<file path="config.mk">
export PLATFORM = sky130hd
export DESIGN_NAME = ale_ctrl
export DESIGN_NICKNAME = d
export VERILOG_FILES = /design/src/design/ale_pkg.sv /design/src/design/ale_ctrl.sv
export VERILOG_INCLUDE_DIRS = /design/src /design/src/design
export SDC_FILE = /design/constraint.sdc
export NUM_CORES = 1
export LEC_CHECK = 0
export ABC_AREA = 1
export CORE_AREA = 2 2 39 41
export DETAILED_ROUTE_END_ITERATION = 16
export DIE_AREA = 0 0 41 43
export DONT_BUFFER_PORTS = 1
export GPL_ROUTABILITY_DRIVEN = 0
export HOLD_SLACK_MARGIN = 0.1
export PLACE_DENSITY = 0.56
export SYNTH_ARGS = -nofsm -noshare
export SYNTH_HDL_FRONTEND = slang
export SYNTH_SLANG_ARGS = --single-unit
</file>
<file path="constraint.sdc">
create_clock -name clk -period 2.04 [get_ports clk]
set_input_delay 0.408 -clock clk [delete_from_list [all_inputs] [get_ports clk]]
set_output_delay 0.408 -clock clk [all_outputs]
set_load 0.05 [all_outputs]
</file>
<file path="src/design/assert_macros.svh">
// assertion macros shared by the rtl modules
`ifndef ASSERT_MACROS_SVH
`define ASSERT_MACROS_SVH

// property that holds at every clock edge outside reset
`define ALE_ASSERT(lbl, prop) \
	lbl: assert property (@(posedge clk) disable iff (!arst_n) (prop)) \
		else $error("assertion failed");

// antecedent in this cycle implies consequent in the next
`define ALE_ASSERT_NEXT(lbl, ante, cons) \
	lbl: assert property (@(posedge clk) disable iff (!arst_n) (ante) |=> (cons)) \
		else $error("assertion failed");

`endif

</file>
<file path="src/design/ale_pkg.sv">
// shared types and constants of the linked list engine
package ale_pkg;

	localparam int CAPACITY_DEF   = 256;
	localparam int DATA_WIDTH_DEF = 32;

	localparam logic [2:0] OP_INSERT  = 3'd0;
	localparam logic [2:0] OP_GET     = 3'd1;
	localparam logic [2:0] OP_REMOVE  = 3'd2;
	localparam logic [2:0] OP_ROT_FWD = 3'd3;
	localparam logic [2:0] OP_ROT_BWD = 3'd4;

	typedef enum logic [1:0] {
		ST_OK    = 2'd0,
		ST_RANGE = 2'd1,
		ST_FULL  = 2'd2,
		ST_EMPTY = 2'd3
	} st_t;

	typedef enum logic [3:0] {
		CMD_NONE,
		CMD_LOAD,
		CMD_WALK_INIT,
		CMD_WALK_STEP,
		CMD_RD_CUR,
		CMD_GET,
		CMD_INS_EMPTY,
		CMD_INS_A,
		CMD_INS_B,
		CMD_REM_A,
		CMD_REM_B,
		CMD_REM_C,
		CMD_REM_D,
		CMD_ROT,
		CMD_FINISH
	} cmd_t;

	typedef struct packed {
		logic       chk_ok;
		logic [2:0] op;
		logic       cnt_zero;
		logic       dist_zero;
		logic       rem_last;
	} sts_t;

endpackage

</file>
<file path="src/design/ale_ctrl.sv">
// controller state machine sequencing walks and link updates
module ale_ctrl
	import ale_pkg::*;
(
	input  logic clk,
	input  logic arst_n,
	input  logic in_valid,
	output logic in_ready,
	output logic out_valid,
	input  logic out_ready,
	input  sts_t sts,
	output cmd_t cmd
);

	typedef enum logic [3:0] {
		S_IDLE, S_WINIT, S_WALK, S_RD, S_GET, S_INS_E, S_INS_A, S_INS_B,
		S_REM_A, S_REM_B, S_REM_C, S_REM_D, S_ROT, S_FIN
	} state_t;

	state_t state_q, after_walk, after_rd;
	logic   out_vld_q;
	logic   fin_go;

	// where to go once the walk has found its slot
	always_comb begin
		case (sts.op)
			OP_INSERT:  after_walk = sts.cnt_zero ? S_INS_E : S_RD;
			OP_GET:     after_walk = S_RD;
			OP_REMOVE:  after_walk = S_RD;
			default:    after_walk = S_ROT;
		endcase
		case (sts.op)
			OP_INSERT: after_rd = S_INS_A;
			OP_GET:    after_rd = S_GET;
			default:   after_rd = S_REM_A;
		endcase
	end

	assign fin_go    = (state_q == S_FIN) && (!out_vld_q || out_ready);
	assign in_ready  = (state_q == S_IDLE);
	assign out_valid = out_vld_q;

	// command decode
	always_comb begin
		case (state_q)
			S_IDLE:  cmd = in_valid ? CMD_LOAD : CMD_NONE;
			S_WINIT: cmd = sts.chk_ok ? CMD_WALK_INIT : CMD_NONE;
			S_WALK:  cmd = CMD_WALK_STEP;
			S_RD:    cmd = CMD_RD_CUR;
			S_GET:   cmd = CMD_GET;
			S_INS_E: cmd = CMD_INS_EMPTY;
			S_INS_A: cmd = CMD_INS_A;
			S_INS_B: cmd = CMD_INS_B;
			S_REM_A: cmd = CMD_REM_A;
			S_REM_B: cmd = CMD_REM_B;
			S_REM_C: cmd = CMD_REM_C;
			S_REM_D: cmd = CMD_REM_D;
			S_ROT:   cmd = CMD_ROT;
			S_FIN:   cmd = fin_go ? CMD_FINISH : CMD_NONE;
			default: cmd = CMD_NONE;
		endcase
	end

	// state and result valid
	always_ff @(posedge clk or negedge arst_n) begin
		if (!arst_n) begin
			state_q   <= S_IDLE;
			out_vld_q <= 1'b0;
		end else begin
			if (fin_go)
				out_vld_q <= 1'b1;
			else if (out_ready)
				out_vld_q <= 1'b0;
			case (state_q)
				S_IDLE:  if (in_valid) state_q <= S_WINIT;
				S_WINIT: begin
					if (!sts.chk_ok)
						state_q <= S_FIN;
					else if (sts.dist_zero)
						state_q <= after_walk;
					else
						state_q <= S_WALK;
				end
				S_WALK:  if (sts.rem_last) state_q <= after_walk;
				S_RD:    state_q <= after_rd;
				S_INS_A: state_q <= S_INS_B;
				S_REM_A: state_q <= S_REM_B;
				S_REM_B: state_q <= S_REM_C;
				S_REM_C: state_q <= S_REM_D;
				S_GET, S_INS_E, S_INS_B, S_REM_D, S_ROT: state_q <= S_FIN;
				S_FIN:   if (fin_go) state_q <= S_IDLE;
				default: state_q <= S_IDLE;
			endcase
		end
	end

	`include "assert_macros.svh"

	`ALE_ASSERT_NEXT(a_fin_sets_valid, fin_go, out_vld_q)
	`ALE_ASSERT(a_no_accept_busy, !(in_ready && (state_q != S_IDLE)))
	`ALE_ASSERT(a_fin_needs_room, !(fin_go && out_vld_q && !out_ready))

endmodule

</file>
==> impl_metrics.yaml <==
outcome:
  status: "complete, no violations"
place:
  placedCellCount: 128
  port_buffers: 0
  hpwl_mm: 1.237
floorplan:
  die_area_sq_um: 1763
  ios: 17
  die_h_um: 43
  coreArea_sq_um: 1384
  fp.dieW_um: 41
  start_util_pct: 42.13
  row_count: 14
grt:
  grt_start_max_net_pins: 9
  grt_pass1_wl_mm: 2.415
  overflow: 0
  use_met3_pct: 3.665
  grt-busiest-layer: "met2"
  grt_usage_pct: 20.40
  use_met1_pct: 25.90
  antenna_found_initial: 0
  grtUsageMet2_pct: 31.56
  first_global_vias: 605
synth:
  synth_top_family_by_area: "simple AND/OR/NAND/NOR gates"
  synth_area_sq_um: 583.1
  synth_cells: 108
  yosys.area_share.simple_pct: 60.52
  post-synth-top-area-fraction_pct: 25.75
  yosys_warnings: 0
  synth.distinct_cells: 17
  synth_compound_area_share_pct: 5.794
  ys_ff_latch: 5
  yosysSeqAreaShare_pct: 21.46
  synth_nets: 119
  synthTopCellsByArea: "nand2_1 26%, dfrtp_1 21%, nand3_1 10%"
  avgSynthCellArea_sq_um: 5.399
  synthXorXnorAreaFrac_pct: 0
  synth_fa_ha_area_share_pct: 0
  synth_area_leader_cell: "nand2_1"
  synthMuxAreaShare_pct: 0
final_layout:
  areaGrowthSynthToFinish_pct: 17.17
  drive_above_1_share_pct: 17.09
  finalNonFillerCells: 133
  register_area_sq_um: 126.4
  fillCellCount: 164
  diodes: 0
  fin_nets: 129
  multi_input_area_sq_um: 399.1
drt:
  drc_errors: 0
  vias_per_cell: 4.970
  wire_per_inst_um: 11.20
  totalWireLength_mm: 1.489
  drt-initial-drc-count: 17
  firstDrtPassIters: 4
  ant_nets: 0
  vias: 661
worst_setup_path:
  critPathArrivalTime_ns: 1.52
  r2r_slack_ns: 0.63
  critPathLaunch: "state_q[2]"
  cp_data_required_time_ns: 1.63
  start_kind: "flip-flop"
  critPathMaxFanout: 8
  r2r_start: "state_q[2]"
  endpoint_kind: "output port"
  rr_endpoint: "state_q[2]"
  r2r_cells: 9
  worstSetupEndpoint: "cmd[1]"
  path_class: "reg -> out"
timing:
  setup_tns_ns: 0
  fin_crit_ns: 1.927
  clock_skew_ns: 0.0009426
  finalHoldViolations: 0
  fmax_mhz: 518.9
  final-setup-viol-count: 0
  slew_headroom_pct: 65.98
  tightest_slew_ns: 0.5143
  fin_crit_sh_pct: 94.47
  slew_viol_final: 0
clocking:
  cts_sinks: 5
  tritoncts: "done"
  cts_made_buffers: 3
  clk_latency_ns: 0.24
  ctsRootBufferMaster: "clkbuf_4"
  h-tree-depth: 1
  clk_pin_slew_ns: 0.04
  cts_setup_buffers: 0
  cts.path.max_buffers: 2
flow_run:
  maxCapViolCount: 0
power:
  power.leakage_nw: 0.3913
  ir_worst_vdd_uv: 899.5
  powerDensity_nw_per_um2: 2043
hold_path:
  holdCritPathClass: "in -> reg"
-- layout by cell type, fill, tap and decap left out, drive strengths merged --
cell and instances:
o311a 1, buf 4, nor3 2, nand3b 1
a21oi 2, nand4 3, dfrtp 5, nand2 41
o21ai 1, o2111ai 1, inv 19, nor2 20
dlygate4sd3 1, clkbuf 4, nand3 12
-- logic make-up after synthesis --
family	Yosys count
flops	5
simple gates	79
buf+inv	19
compound gates	5
-- layer usage --
layer | vias to the layer above | wire [um]
met5 | - | 0
met4 | 0 | 16
met3 | 2 | 68
met2 | 25 | 750
met1 | 277 | 654
li1 | 357 | -
-- worst min path at each step --
stage                      start    endpoint  slack [ns]  cells past startpoint
after global routing      sts[0]  state_q[1]        0.35                      3
after CTS                 sts[0]  state_q[1]        0.34                      3
after floorplan           arst_n   out_valid        0.11                      0
after global placement    arst_n  state_q[0]        0.11                      0
final                     sts[0]  state_q[1]        0.34                      3
after detailed placement  arst_n  state_q[0]        0.11                      0
-- registers in the layout (all words and copies together) (netlist names) --
register / cells
state_q: 4
out_valid: 1
-- per-stage QoR --
stage | total power [mW] | util, % | area [sq um] | hold WS [ns] | setup slack, ns
floorplan | 1.017 | - | 583.1 | 0.1124 | 0.1957
global route | 1.519 | 49.37 | 683.2 | 0.3521 | -0.02484
detailed placement | 1.247 | 45.75 | 633.1 | 0.1125 | 0.2760
finish | 1.395 | 49.37 | 683.2 | 0.3415 | 0.1127
global placement | 1.258 | 45.75 | 633.1 | 0.1125 | 0.2511
CTS | 1.373 | 48.37 | 669.4 | 0.3380 | 0.005224
-- report_power, final --
| group | internal, mW | total (mW) | leakage [nW] | switching, mW |
|---|---|---|---|---|
| clock | 0.0739 | 0.114 | 0.0150 | 0.0405 |
| sequential | 0.151 | 0.227 | 0.0614 | 0.0756 |
| combinational | 0.299 | 1.05 | 0.315 | 0.755 |
| total | 0.525 | 1.40 | 0.391 | 0.871 |
-- timing repair --
| action | CTS | global route |
|---|---|---|
| hold buffers | 1 | 0 |
| resized for setup | 0 | 4 |
| hold endpoints to repair | 5 | 0 |
| setup endpoints to repair | 0 | 2 |
-- synthesized netlist by cell type --
master	n
nor2_2	2
o2111ai_1	1
o21ai_0	1
nand3_1	12
nor3_1	1
nand2_1	40
nand3b_1	1
a21oi_1	2
nor3_2	1
inv_1	15
o311a_1	1
inv_2	4
nor2_4	2
nand4_1	3
dfrtp_1	5
nor2_1	16
nand2_2	1
-- critical path, stage by stage, from the launching register on --
cell     delay (ns)
dfrtp_2        0.46
nor2_4         0.21
inv_2          0.07
nor3_2         0.16
a21oi_1        0.07
nand4_1        0.09
buf_4          0.21
-- final cells by class --
type / instances / area share (%)
Multi-Input combinational cell: 84 / 58.42
Sequential cell: 5 / 18.50
Inverter: 19 / 10.44
Timing Repair Buffer: 5 / 5.861
Clock buffer: 4 / 3.846
Tap cell: 16 / 2.930
(Power assumes the default switching activity.)
